==> src/rtl/dtpm_pkg.sv <==
// Shared constants and types for the DMX-to-level piecewise map.
package dtpm_pkg;

  // Input and segment geometry
  localparam int DMX_WIDTH      = 8;
  localparam int SEG_WIDTH      = 4;
  localparam int DIVISOR_WIDTH  = 8;
  localparam logic [DIVISOR_WIDTH-1:0] SEG_SPAN = 8'd16;

  // Configuration port geometry
  localparam int CFG_ADDR_WIDTH = 4;
  localparam int APB_DATA_WIDTH = 32;

  // Register reset values
  localparam logic [SEG_WIDTH-1:0] SLOW_SEGMENT_RESET = 4'd6;
  localparam int LEVEL_BEFORE_RESET = 615;
  localparam int LEVEL_AT_RESET     = 735;
  localparam int LEVEL_TOP_RESET    = 897;

  // Register map, by word index
  typedef enum logic [1:0] {
    REG_SLOW_SEGMENT = 2'd0,
    REG_LEVEL_BEFORE = 2'd1,
    REG_LEVEL_AT     = 2'd2,
    REG_LEVEL_TOP    = 2'd3
  } cfg_reg_e;

endpackage

==> src/rtl/dmx_to_pwm_piecewise_map_unit.sv <==
// Top level of the DMX-to-level piecewise linear map.
// Pipeline: a taken request passes these registered stages in order before its result strobes:
//   operand select, multiply, one divider stage per quotient bit, then add and saturate.
// Throughput: one request per cycle; busy stays low and results are never held back.
// Reset: asynchronous, active low; clears all valid bits and loads the register defaults.
module dmx_to_pwm_piecewise_map_unit #(
  parameter int LEVEL_WIDTH = 10
) (
  input  logic                                 clk_i,
  input  logic                                 rst_ni,
  input  logic                                 start,
  output logic                                 busy,
  input  logic [dtpm_pkg::DMX_WIDTH-1:0]       dmx_value_i,
  output logic                                 done_o,
  output logic [LEVEL_WIDTH-1:0]               mapped_level_o,
  input  logic                                 psel,
  input  logic                                 penable,
  input  logic                                 pwrite,
  input  logic [dtpm_pkg::CFG_ADDR_WIDTH-1:0]  paddr,
  input  logic [dtpm_pkg::APB_DATA_WIDTH-1:0]  pwdata,
  output logic [dtpm_pkg::APB_DATA_WIDTH-1:0]  prdata,
  output logic                                 pready
);
  import dtpm_pkg::*;

  localparam int NUM_WIDTH = LEVEL_WIDTH + DMX_WIDTH;
  localparam int LATENCY   = LEVEL_WIDTH + 3;

  logic [SEG_WIDTH-1:0]     slow_segment;
  logic [LEVEL_WIDTH-1:0]   level_before;
  logic [LEVEL_WIDTH-1:0]   level_at;
  logic [LEVEL_WIDTH-1:0]   level_top;

  logic                     prod_valid;
  logic [NUM_WIDTH-1:0]     product;
  logic [DIVISOR_WIDTH-1:0] divisor;
  logic [LEVEL_WIDTH-1:0]   prod_base;

  logic                     quo_valid;
  logic [LEVEL_WIDTH-1:0]   quotient;
  logic [LEVEL_WIDTH-1:0]   quo_base;

  logic [LEVEL_WIDTH:0]     sum;
  logic [LEVEL_WIDTH-1:0]   level_d, level_q;
  logic                     done_q;
  logic                     accept;

  assign busy   = 1'b0;
  assign accept = start && !busy;

  dtpm_cfg #(.LEVEL_WIDTH(LEVEL_WIDTH)) u_cfg (
    .clk_i          (clk_i),
    .rst_ni         (rst_ni),
    .psel           (psel),
    .penable        (penable),
    .pwrite         (pwrite),
    .paddr          (paddr),
    .pwdata         (pwdata),
    .prdata         (prdata),
    .pready         (pready),
    .slow_segment_o (slow_segment),
    .level_before_o (level_before),
    .level_at_o     (level_at),
    .level_top_o    (level_top)
  );

  dtpm_front #(.LEVEL_WIDTH(LEVEL_WIDTH)) u_front (
    .clk_i          (clk_i),
    .rst_ni         (rst_ni),
    .valid_i        (accept),
    .dmx_value_i    (dmx_value_i),
    .slow_segment_i (slow_segment),
    .level_before_i (level_before),
    .level_at_i     (level_at),
    .level_top_i    (level_top),
    .valid_o        (prod_valid),
    .product_o      (product),
    .divisor_o      (divisor),
    .base_o         (prod_base)
  );

  dtpm_div #(.LEVEL_WIDTH(LEVEL_WIDTH)) u_div (
    .clk_i      (clk_i),
    .rst_ni     (rst_ni),
    .valid_i    (prod_valid),
    .numer_i    (product),
    .divisor_i  (divisor),
    .base_i     (prod_base),
    .valid_o    (quo_valid),
    .quotient_o (quotient),
    .base_o     (quo_base)
  );

  // Add the piece start and saturate at full scale
  assign sum     = {1'b0, quo_base} + {1'b0, quotient};
  assign level_d = sum[LEVEL_WIDTH] ? '1 : sum[LEVEL_WIDTH-1:0];

  always_ff @(posedge clk_i or negedge rst_ni) begin
    if (!rst_ni) begin
      done_q <= 1'b0;
    end else begin
      done_q <= quo_valid;
    end
  end

  always_ff @(posedge clk_i) begin
    level_q <= level_d;
  end

  assign done_o         = done_q;
  assign mapped_level_o = level_q;

  // Every result strobe traces back to a request that was taken
  assert property (@(posedge clk_i) disable iff (!rst_ni)
    done_o |-> $past(accept, LATENCY))
    else $error("result strobe without a matching request");

  assert property (@(posedge clk_i) disable iff (!rst_ni)
    quo_valid |-> $past(prod_valid, LEVEL_WIDTH))
    else $error("divider valid out of step with its input");

endmodule

==> src/rtl/dtpm_cfg.sv <==
// APB register file holding the curve shape.
module dtpm_cfg #(
  parameter int LEVEL_WIDTH = 10
) (
  input  logic                                 clk_i,
  input  logic                                 rst_ni,
  input  logic                                 psel,
  input  logic                                 penable,
  input  logic                                 pwrite,
  input  logic [dtpm_pkg::CFG_ADDR_WIDTH-1:0]  paddr,
  input  logic [dtpm_pkg::APB_DATA_WIDTH-1:0]  pwdata,
  output logic [dtpm_pkg::APB_DATA_WIDTH-1:0]  prdata,
  output logic                                 pready,
  output logic [dtpm_pkg::SEG_WIDTH-1:0]       slow_segment_o,
  output logic [LEVEL_WIDTH-1:0]               level_before_o,
  output logic [LEVEL_WIDTH-1:0]               level_at_o,
  output logic [LEVEL_WIDTH-1:0]               level_top_o
);
  import dtpm_pkg::*;

  logic [SEG_WIDTH-1:0]   slow_segment_q;
  logic [LEVEL_WIDTH-1:0] level_before_q;
  logic [LEVEL_WIDTH-1:0] level_at_q;
  logic [LEVEL_WIDTH-1:0] level_top_q;
  logic                   wr_en;
  cfg_reg_e               reg_idx;

  assign pready  = 1'b1;
  assign wr_en   = psel && penable && pwrite && pready;
  assign reg_idx = cfg_reg_e'(paddr[3:2]);

  // Write registers on the access cycle
  always_ff @(posedge clk_i or negedge rst_ni) begin
    if (!rst_ni) begin
      slow_segment_q <= SLOW_SEGMENT_RESET;
      level_before_q <= LEVEL_WIDTH'(LEVEL_BEFORE_RESET);
      level_at_q     <= LEVEL_WIDTH'(LEVEL_AT_RESET);
      level_top_q    <= LEVEL_WIDTH'(LEVEL_TOP_RESET);
    end else if (wr_en) begin
      unique case (reg_idx)
        REG_SLOW_SEGMENT: slow_segment_q <= pwdata[SEG_WIDTH-1:0];
        REG_LEVEL_BEFORE: level_before_q <= pwdata[LEVEL_WIDTH-1:0];
        REG_LEVEL_AT:     level_at_q     <= pwdata[LEVEL_WIDTH-1:0];
        REG_LEVEL_TOP:    level_top_q    <= pwdata[LEVEL_WIDTH-1:0];
        default:          slow_segment_q <= slow_segment_q;
      endcase
    end
  end

  // Read mux
  always_comb begin
    unique case (reg_idx)
      REG_SLOW_SEGMENT: prdata = APB_DATA_WIDTH'(slow_segment_q);
      REG_LEVEL_BEFORE: prdata = APB_DATA_WIDTH'(level_before_q);
      REG_LEVEL_AT:     prdata = APB_DATA_WIDTH'(level_at_q);
      REG_LEVEL_TOP:    prdata = APB_DATA_WIDTH'(level_top_q);
      default:          prdata = '0;
    endcase
  end

  assign slow_segment_o = slow_segment_q;
  assign level_before_o = level_before_q;
  assign level_at_o     = level_at_q;
  assign level_top_o    = level_top_q;

  // Check that a write to the slow segment lands in the register
  assert property (@(posedge clk_i) disable iff (!rst_ni)
    (wr_en && reg_idx == REG_SLOW_SEGMENT) |=> slow_segment_q == $past(pwdata[SEG_WIDTH-1:0]))
    else $error("slow segment write lost");

  assert property (@(posedge clk_i) disable iff (!rst_ni)
    (wr_en && reg_idx == REG_LEVEL_TOP) |=> level_top_q == $past(pwdata[LEVEL_WIDTH-1:0]))
    else $error("top level write lost");

endmodule

==> src/rtl/dtpm_front.sv <==
// Segment decode, operand select and multiply stages.
module dtpm_front #(
  parameter int LEVEL_WIDTH = 10
) (
  input  logic                                    clk_i,
  input  logic                                    rst_ni,
  input  logic                                    valid_i,
  input  logic [dtpm_pkg::DMX_WIDTH-1:0]          dmx_value_i,
  input  logic [dtpm_pkg::SEG_WIDTH-1:0]          slow_segment_i,
  input  logic [LEVEL_WIDTH-1:0]                  level_before_i,
  input  logic [LEVEL_WIDTH-1:0]                  level_at_i,
  input  logic [LEVEL_WIDTH-1:0]                  level_top_i,
  output logic                                    valid_o,
  output logic [LEVEL_WIDTH+dtpm_pkg::DMX_WIDTH-1:0] product_o,
  output logic [dtpm_pkg::DIVISOR_WIDTH-1:0]      divisor_o,
  output logic [LEVEL_WIDTH-1:0]                  base_o
);
  import dtpm_pkg::*;

  localparam int NUM_WIDTH = LEVEL_WIDTH + DMX_WIDTH;

  logic [SEG_WIDTH-1:0]     seg;
  logic [SEG_WIDTH-1:0]     slow;
  logic [LEVEL_WIDTH-1:0]   rise_slow;
  logic [LEVEL_WIDTH-1:0]   rise_top;

  logic [LEVEL_WIDTH-1:0]   mul_a_d, mul_a_q;
  logic [DMX_WIDTH-1:0]     mul_b_d, mul_b_q;
  logic [DIVISOR_WIDTH-1:0] div_d, div_q;
  logic [LEVEL_WIDTH-1:0]   base_d, base_q;
  logic                     op_valid_q;

  logic [NUM_WIDTH-1:0]     product_q;
  logic [DIVISOR_WIDTH-1:0] div_p_q;
  logic [LEVEL_WIDTH-1:0]   base_p_q;
  logic                     prod_valid_q;

  assign seg       = dmx_value_i[DMX_WIDTH-1:DMX_WIDTH-SEG_WIDTH];
  assign slow      = (slow_segment_i == '0) ? SEG_WIDTH'(1) : slow_segment_i;
  assign rise_slow = (level_at_i > level_before_i) ? level_at_i - level_before_i : '0;
  assign rise_top  = (level_top_i > level_at_i) ? level_top_i - level_at_i : '0;

  // Pick the piece: numerator factors, divisor and starting level
  always_comb begin
    if (seg < slow) begin
      mul_a_d = level_before_i;
      mul_b_d = dmx_value_i;
      div_d   = {slow, 4'h0} - 8'd1;
      base_d  = '0;
    end else if (seg == slow) begin
      mul_a_d = rise_slow;
      mul_b_d = {4'h0, dmx_value_i[3:0]} + 8'd1;
      div_d   = SEG_SPAN;
      base_d  = level_before_i;
    end else begin
      mul_a_d = rise_top;
      mul_b_d = dmx_value_i - {slow, 4'hF};
      div_d   = {4'hF - slow, 4'h0};
      base_d  = level_at_i;
    end
  end

  // Advance valid bits
  always_ff @(posedge clk_i or negedge rst_ni) begin
    if (!rst_ni) begin
      op_valid_q   <= 1'b0;
      prod_valid_q <= 1'b0;
    end else begin
      op_valid_q   <= valid_i;
      prod_valid_q <= op_valid_q;
    end
  end

  // Register operands, then the product
  always_ff @(posedge clk_i) begin
    mul_a_q   <= mul_a_d;
    mul_b_q   <= mul_b_d;
    div_q     <= div_d;
    base_q    <= base_d;
    product_q <= NUM_WIDTH'(mul_a_q) * NUM_WIDTH'(mul_b_q);
    div_p_q   <= div_q;
    base_p_q  <= base_q;
  end

  assign valid_o   = prod_valid_q;
  assign product_o = product_q;
  assign divisor_o = div_p_q;
  assign base_o    = base_p_q;

  // The divider needs a nonzero divisor and a quotient that fits the level width
  assert property (@(posedge clk_i) disable iff (!rst_ni)
    op_valid_q |-> div_q != '0)
    else $error("zero divisor entered the pipeline");

  assert property (@(posedge clk_i) disable iff (!rst_ni)
    op_valid_q |-> mul_b_q <= div_q)
    else $error("step count exceeds piece span");

endmodule

==> src/rtl/dtpm_div.sv <==
// Pipelined restoring divider, one quotient bit per stage.
module dtpm_div #(
  parameter int LEVEL_WIDTH = 10
) (
  input  logic                                       clk_i,
  input  logic                                       rst_ni,
  input  logic                                       valid_i,
  input  logic [LEVEL_WIDTH+dtpm_pkg::DMX_WIDTH-1:0] numer_i,
  input  logic [dtpm_pkg::DIVISOR_WIDTH-1:0]         divisor_i,
  input  logic [LEVEL_WIDTH-1:0]                     base_i,
  output logic                                       valid_o,
  output logic [LEVEL_WIDTH-1:0]                     quotient_o,
  output logic [LEVEL_WIDTH-1:0]                     base_o
);
  import dtpm_pkg::*;

  localparam int NUM_WIDTH = LEVEL_WIDTH + DMX_WIDTH;

  logic [NUM_WIDTH-1:0]     rem_q  [LEVEL_WIDTH];
  logic [LEVEL_WIDTH-1:0]   quo_q  [LEVEL_WIDTH];
  logic [DIVISOR_WIDTH-1:0] div_q  [LEVEL_WIDTH];
  logic [LEVEL_WIDTH-1:0]   base_q [LEVEL_WIDTH];
  logic [LEVEL_WIDTH-1:0]   valid_q;

  for (genvar k = 0; k < LEVEL_WIDTH; k++) begin : g_stage
    localparam int BIT = LEVEL_WIDTH - 1 - k;

    logic [NUM_WIDTH-1:0]     rem_in;
    logic [LEVEL_WIDTH-1:0]   quo_in;
    logic [DIVISOR_WIDTH-1:0] div_in;
    logic [LEVEL_WIDTH-1:0]   base_in;
    logic                     valid_in;
    logic [NUM_WIDTH-1:0]     trial;
    logic                     fits;

    if (k == 0) begin : g_first
      assign rem_in   = numer_i;
      assign quo_in   = '0;
      assign div_in   = divisor_i;
      assign base_in  = base_i;
      assign valid_in = valid_i;
    end else begin : g_next
      assign rem_in   = rem_q[k-1];
      assign quo_in   = quo_q[k-1];
      assign div_in   = div_q[k-1];
      assign base_in  = base_q[k-1];
      assign valid_in = valid_q[k-1];
    end

    // Try the shifted divisor against the partial remainder
    assign trial = NUM_WIDTH'(div_in) << BIT;
    assign fits  = rem_in >= trial;

    always_ff @(posedge clk_i or negedge rst_ni) begin
      if (!rst_ni) begin
        valid_q[k] <= 1'b0;
      end else begin
        valid_q[k] <= valid_in;
      end
    end

    always_ff @(posedge clk_i) begin
      rem_q[k]  <= fits ? rem_in - trial : rem_in;
      quo_q[k]  <= quo_in | (LEVEL_WIDTH'(fits) << BIT);
      div_q[k]  <= div_in;
      base_q[k] <= base_in;
    end
  end

  assign valid_o    = valid_q[LEVEL_WIDTH-1];
  assign quotient_o = quo_q[LEVEL_WIDTH-1];
  assign base_o     = base_q[LEVEL_WIDTH-1];

  // A finished division leaves a remainder below the divisor
  assert property (@(posedge clk_i) disable iff (!rst_ni)
    valid_q[LEVEL_WIDTH-1] |-> rem_q[LEVEL_WIDTH-1] < NUM_WIDTH'(div_q[LEVEL_WIDTH-1]))
    else $error("division did not converge");

endmodule
==> config.mk <==
export PLATFORM = sky130hd
export DESIGN_NAME = dmx_to_pwm_piecewise_map_unit
export DESIGN_NICKNAME = d
export VERILOG_FILES = /design/src/rtl/dtpm_pkg.sv /design/src/rtl/dmx_to_pwm_piecewise_map_unit.sv /design/src/rtl/dtpm_cfg.sv /design/src/rtl/dtpm_front.sv /design/src/rtl/dtpm_div.sv
export SDC_FILE = /design/constraint.sdc
export NUM_CORES = 1
export LEC_CHECK = 0
export BUFFER_PORTS_ARGS = -buffer_cell sky130_fd_sc_hd__buf_2
export CAP_MARGIN = 10
export CORE_UTILIZATION = 60
export CTS_CLUSTER_SIZE = 10
export DETAILED_ROUTE_END_ITERATION = 6
export HOLD_SLACK_MARGIN = 0.15
export PLACE_DENSITY = 0.82
export SKIP_LAST_GASP = 1
export SLEW_MARGIN = 15
export SYNTH_ARGS = -nofsm -noshare
export SYNTH_HDL_FRONTEND = slang
export SYNTH_SLANG_ARGS = --single-unit
==> constraint.sdc <==
create_clock -name clk_i -period 5.2 [get_ports clk_i]
set_input_delay 0 -clock clk_i [delete_from_list [all_inputs] [get_ports clk_i]]
set_output_delay 0 -clock clk_i [all_outputs]
set_load 0.02 [all_outputs]
# Yosys cells after proc, flatten, opt, wreduce, memory -nomap -nowiden
# Memories as Yosys holds them, arrays and structs flattened.
# Index checks and enable logic that the tools add are counted.
# totals
register_bits,129
mem_bits_rw,460
wordCells,102
n_memories,4
# classes
addsub,17
n_mul,1
n_lt_le_gt_ge,13
n_eq_ne,4
muxes,21
bitwise_logic,9
reduce_logical,8
# memory_table
memory,words,word_bits,rd,rd_ports_with_merged_regs,write_ports,line_no,rtl
u_div.rem_q,10,18,9,0,10,dtpm_div.sv:19,logic [NUM_WIDTH-1:0] rem_q [LEVEL_WIDTH];
u_div.base_q,10,10,10,0,10,dtpm_div.sv:22,logic [LEVEL_WIDTH-1:0] base_q [LEVEL_WIDTH];
u_div.quo_q,10,10,10,0,10,dtpm_div.sv:20,logic [LEVEL_WIDTH-1:0] quo_q [LEVEL_WIDTH];
u_div.div_q,10,8,9,0,10,dtpm_div.sv:21,logic [DIVISOR_WIDTH-1:0] div_q [LEVEL_WIDTH];
# ops
operator,n
$mux W18,10
$pmux W32 S4,1
$mux W10,5
$mux W8,4
$gt A10 B10 Y1,2
$sub A10 B10 Y10,2
$ge A18 B10 Y1,1
$ge A18 B11 Y1,1
$ge A18 B12 Y1,1
$ge A18 B13 Y1,1
$ge A18 B14 Y1,1
$ge A18 B15 Y1,1
$ge A18 B16 Y1,1
$ge A18 B17 Y1,1
$ge A18 B8 Y1,1
$ge A18 B9 Y1,1
$mul A10 B8 Y18,1
$sub A18 B10 Y18,1
$sub A18 B11 Y18,1
$sub A18 B12 Y18,1
$sub A18 B13 Y18,1
$sub A18 B14 Y18,1
$sub A18 B15 Y18,1
$sub A18 B16 Y18,1
26 further kinds,31

# Logic depth before layout (Yosys ltp)
# logic_depth
word_depth,5
ltp_mapped,17
ltp_nobuf,17

# By module
# Synthesis repeated with hierarchy kept, for this count alone.
# hier_totals
hier_cells,2036
hier_area_um2,21765.9
# by_module_without_submodules
module,instances,cells_per_inst,area_each_um2
dtpm_div,1,1188,13380.3
dtpm_front,1,648,5811.8
dtpm_cfg,1,119,1766.7
dmx_to_pwm_piecewise_map_unit,1,81,807.0

# Worst setup path before layout
# OpenSTA, ideal clock, no wires.
# synth_path
kind,register to register
start,reg u_front.mul_b_q[7]
end,"reg u_front.product_q[15], in the netlist u_front.product_o[15]"
arrival_time_ns,3.943
required_ns,5.077
slack_ns,1.134
path_stages_with_launch,16
period_less_slack_ns,4.066
path_cell_list,dfxtp_1 > and2_1 > fa_1 > fa_1 > fa_1 > inv_1 > fa_1 > inv_1 > ha_1 > a21o_1 > a21o_1 > o21ai_0 > a21oi_1 > nor3_1 > o21bai_1 > xor2_1
# synth_between
elab_chain_len,1
# synth_rtl
element,line_no,rtl
"start, declared",dtpm_front.sv:28,"logic [DMX_WIDTH-1:0] mul_b_d, mul_b_q;"
"start signal, assigned",dtpm_front.sv:77,mul_b_q <= mul_b_d;
$mul A10 B8 Y18,dtpm_front.sv:80,product_q <= NUM_WIDTH'(mul_a_q) * NUM_WIDTH'(mul_b_q);
"end signal, assigned",dtpm_front.sv:80,
"end, declared",dtpm_front.sv:33,logic [NUM_WIDTH-1:0] product_q;
# No other way between the ends.
# A chain may end at the register's enable or synchronous reset.

# Worst setup path after layout
# layout_path
start,reg u_front.mul_b_q[5]
end,"reg u_front.product_q[15], in the netlist u_front.product_o[15]"
# The elaborated chain is that of the path after synthesis.

==> results by group <==
Setup path
  • CP Class: flip-flop to flip-flop
  • Most used cell along the critical path: fa_1
  • Critical path's largest stage delay: 0.56 ns
  • Worst-path maximum fanout: 10
  • Family with the most delay on the worst path: adder cells
  • Type of destination of the critical path: flip-flop
  • Series of cell instances along the critical path: nand2_1 -> fa_1 -> fa_1 -> inv_1 -> fa_1 -> inv_1 -> fa_1 -> inv_1 -> ha_1 -> o21a_1 -> o31a_1 -> o21ai_0 -> a21oi_1 -> nor3_1 -> o21bai_1 -> xor2_1
  • Buffers and inverters on the worst path: 3
  • Critical Path Start Type: flip-flop
  • Required arrival time at the worst endpoint: 5.65 ns
  • Data arrival, critical path: 5.05 ns
  • CP max-delay cell: dfxtp_1

Synthesis
  • Synth warnings: 0
  • Ys flop type: dfxtp_1
  • Seq/Total Area, Yosys: 49.00%
  • Async SR Flop Fraction: 9.476%
  • Number of synthesized flops with an enable pin: 0
  • Post-synthesis average cell area: 10.55 sq um
  • Yosys cell types: 75
  • Cell area after synthesis: 20,790 sq um
  • Synthesized instance count: 1,971
  • Synthesized flop and latch total: 496

Floorplanning
  • Die extent in x: 188.2 um
  • Number of top-level pins: 95
  • Die ar.: 35,410 sq um
  • Die height: 188.2 um
  • Core Region: 33,780 sq um
  • Effective utilization at floorplan: 61.55%
  • Number of cell rows: 67

STA
  • Final slew viol count: 0
  • Achievable frequency: 217.6 MHz
  • Final TNS setup: 0 ns
  • Post-layout min period: 4.596 ns
  • Setup repair after global routing missed its margin: false
  • Share of the clock period used by the worst path: 88.38%
  • Worst hold slack: 0.1444 ns
  • Final setup violating endpoints: 0
  • Hold Vio Cnt, Final: 0
  • Transition time at the pin with the least slew margin: 1.069 ns
  • Final clock skew: 0.03185 ns
  • Slew headroom: 28.72%

Drt
  • Drt first-iter violations: 804
  • Via density per instance: 5.609
  • Via count: 14,390
  • Sum of routed wire length over all layers: 43,700 um
  • Wire per inst: 17.04 um
  • Number of antenna-violating nets in the routed design: 0
  • TritonRoute pass-1 iters: 5
  • Remaining design rule violation count: 0

Flow run
  • Max-capacitance violation count: 0

GRT
  • Remaining Overflow, GRT: 0
  • First-pass GRT wire length: 70,990 um
  • Vias in the first global route: 15,180
  • Antenna violations before repair: 0
  • Total routing usage reported by global routing: 24.85%
  • Largest net degree at the start of global routing: 48

Clock network
  • Largest buffer count on any clock path: 3
  • Clock buffers created by TritonCTS: 56
  • Number of buffers inserted by post-CTS setup repair: 0
  • CTS H-Tree Depth: 2
  • CTS clock-pin slew for the worst setup and hold paths: 0.06 ns
  • CTS Sinks: 496
  • CTS hold repair buffers: 47
  • TritonCTS clock tree: yes
  • Cell chosen for the clock root: clkbuf_16
  • Resize count post-CTS: 0
  • Insertion delay to the later sink of the worst-skew pair: 0.60 ns

Finish
  • Design Area, Final: 23,480 sq um
  • Most common library cell in the layout ignoring fill and taps: dfxtp_1
  • Area growth from synthesis to layout: 12.92%
  • Register area: 10,190 sq um
  • Area occupied by multi-input gates: 9742 sq um
  • Highest-count cells in the layout ignoring fill and taps: 449 x dfxtp_1, 180 x inv_1, 155 x ha_1
  • Share of layout cells above drive strength 1: 9.495%
  • Fillers: 2,251
  • Post-layout net count: 2,362
  • ANT cells: 0

Placement
  • Buffers added on ports: 46
  • HPWL Detailed: 29,400 um
  • Placed cell area: 21,400 sq um
  • RD Place Congestion: 0.8878

Hold path
  • Type of the most critical hold path: primary input to async pin

Run status
  • Result of the run: finished clean
## cell type report
type | instances | share of cell area [%]
Inverter | 181 | 2.893
Clock buffer | 73 | 6.367
Multi-Input combinational cell | 1267 | 41.49
Sequential cell | 496 | 43.39
Clock inverter | 5 | 0.4263
Tap cell | 448 | 2.387
Timing Repair Buffer | 95 | 3.048
## cell usage after synthesis (all sizes together) (11+ instances only)
cell / n / area, sq um
dfxtp: 449 / 8989
inv: 181 / 679.4
ha: 155 / 1939
nand2: 142 / 533.0
o21ai: 99 / 495.5
nor2: 97 / 366.6
a21oi: 94 / 470.5
and2: 67 / 419.2
fa: 60 / 1201
xnor2: 59 / 516.8
xor2: 54 / 473.0
mux2: 45 / 533.0
nor3: 40 / 211.5
nor2b: 34 / 212.7
a21o: 33 / 247.7
buf: 32 / 229.0
dfrtp: 27 / 675.7
nand3: 24 / 120.1
nand2b: 22 / 137.6
nor4: 22 / 137.6
dfstp: 20 / 525.5
o21a: 20 / 150.1
clkbuf: 17 / 63.81
o31ai: 14 / 110.1
a211oi: 13 / 102.6
mux2i: 13 / 130.1
nand4: 13 / 81.33
or3: 11 / 78.82
## kinds of logic after synthesis
group	share of synthesized area, %
fa+ha+maj	15.10
buf+inv	4.675
compound gates	10.35
simple gates	12.45
xor+xnor	4.759
other cells	0.03611
mux	3.622
flops	49.00
## registers in the layout, summed over array words and instances (netlist names), 18 cells and up
| signal | cells |
|---|---|
| u_front.product_o | 18 |
| u_div.base_q | 100 |
| u_div.quo_q | 55 |
| u_div.div_q | 54 |
| u_div.rem_q | 162 |
## worst register-to-register path, delay by kind of cell, from the launching register on
| family | cells | cell delay (ns) |
|---|---|---|
| adders and majority gates | 5 | 2.45 |
| AOI/OAI and AO/OA | 5 | 0.84 |
| DFF | 1 | 0.56 |
| and+or+nand+nor | 2 | 0.32 |
| buffers and inverters | 3 | 0.16 |
| xor gates and xnor gates | 1 | 0.14 |
## routing by layer
layer | vias up | routed length, um | global-route usage [%]
li1 | 6886 | - | -
met5 | - | 0 | 0
met2 | 471 | 23400 | 47.83
met1 | 6874 | 15970 | 25.16
met3 | 157 | 2063 | 3.743
met4 | 0 | 2259 | 14.32
## stage by stage
step                setup WS [ns]  utilization [%]  std cells
floorplan                   1.134                -       1993
global placement           0.8207            63.33       2440
detailed placement         0.6739            63.33       2440
CTS                        0.6217            69.45       2565
global route               0.3233            69.51       2565
finish                     0.6040            69.51       2565
## path summary, 6_finish.rpt
path,cells past startpoint,from,slack [ns],endpoint
worst min-delay path,2,rst_ni,0.14,u_div.g_stage[9].valid_in
worst max-delay path,16,u_front.mul_b_q[5],0.60,u_front.product_o[15]
worst max register to register,16,u_front.mul_b_q[5],0.60,u_front.product_o[15]
min in group clk_i,3,dmx_value_i[2],0.19,u_front.mul_b_q[2]
max in group asynchronous,2,rst_ni,4.39,u_cfg.level_top_o[6]
worst min register to register,0,u_div.quo_q[7][5],0.32,u_div.quo_q[8][5]
Power is not shown: default switching activity piles up to over one toggle a cycle in this logic, so the estimate is an artifact.
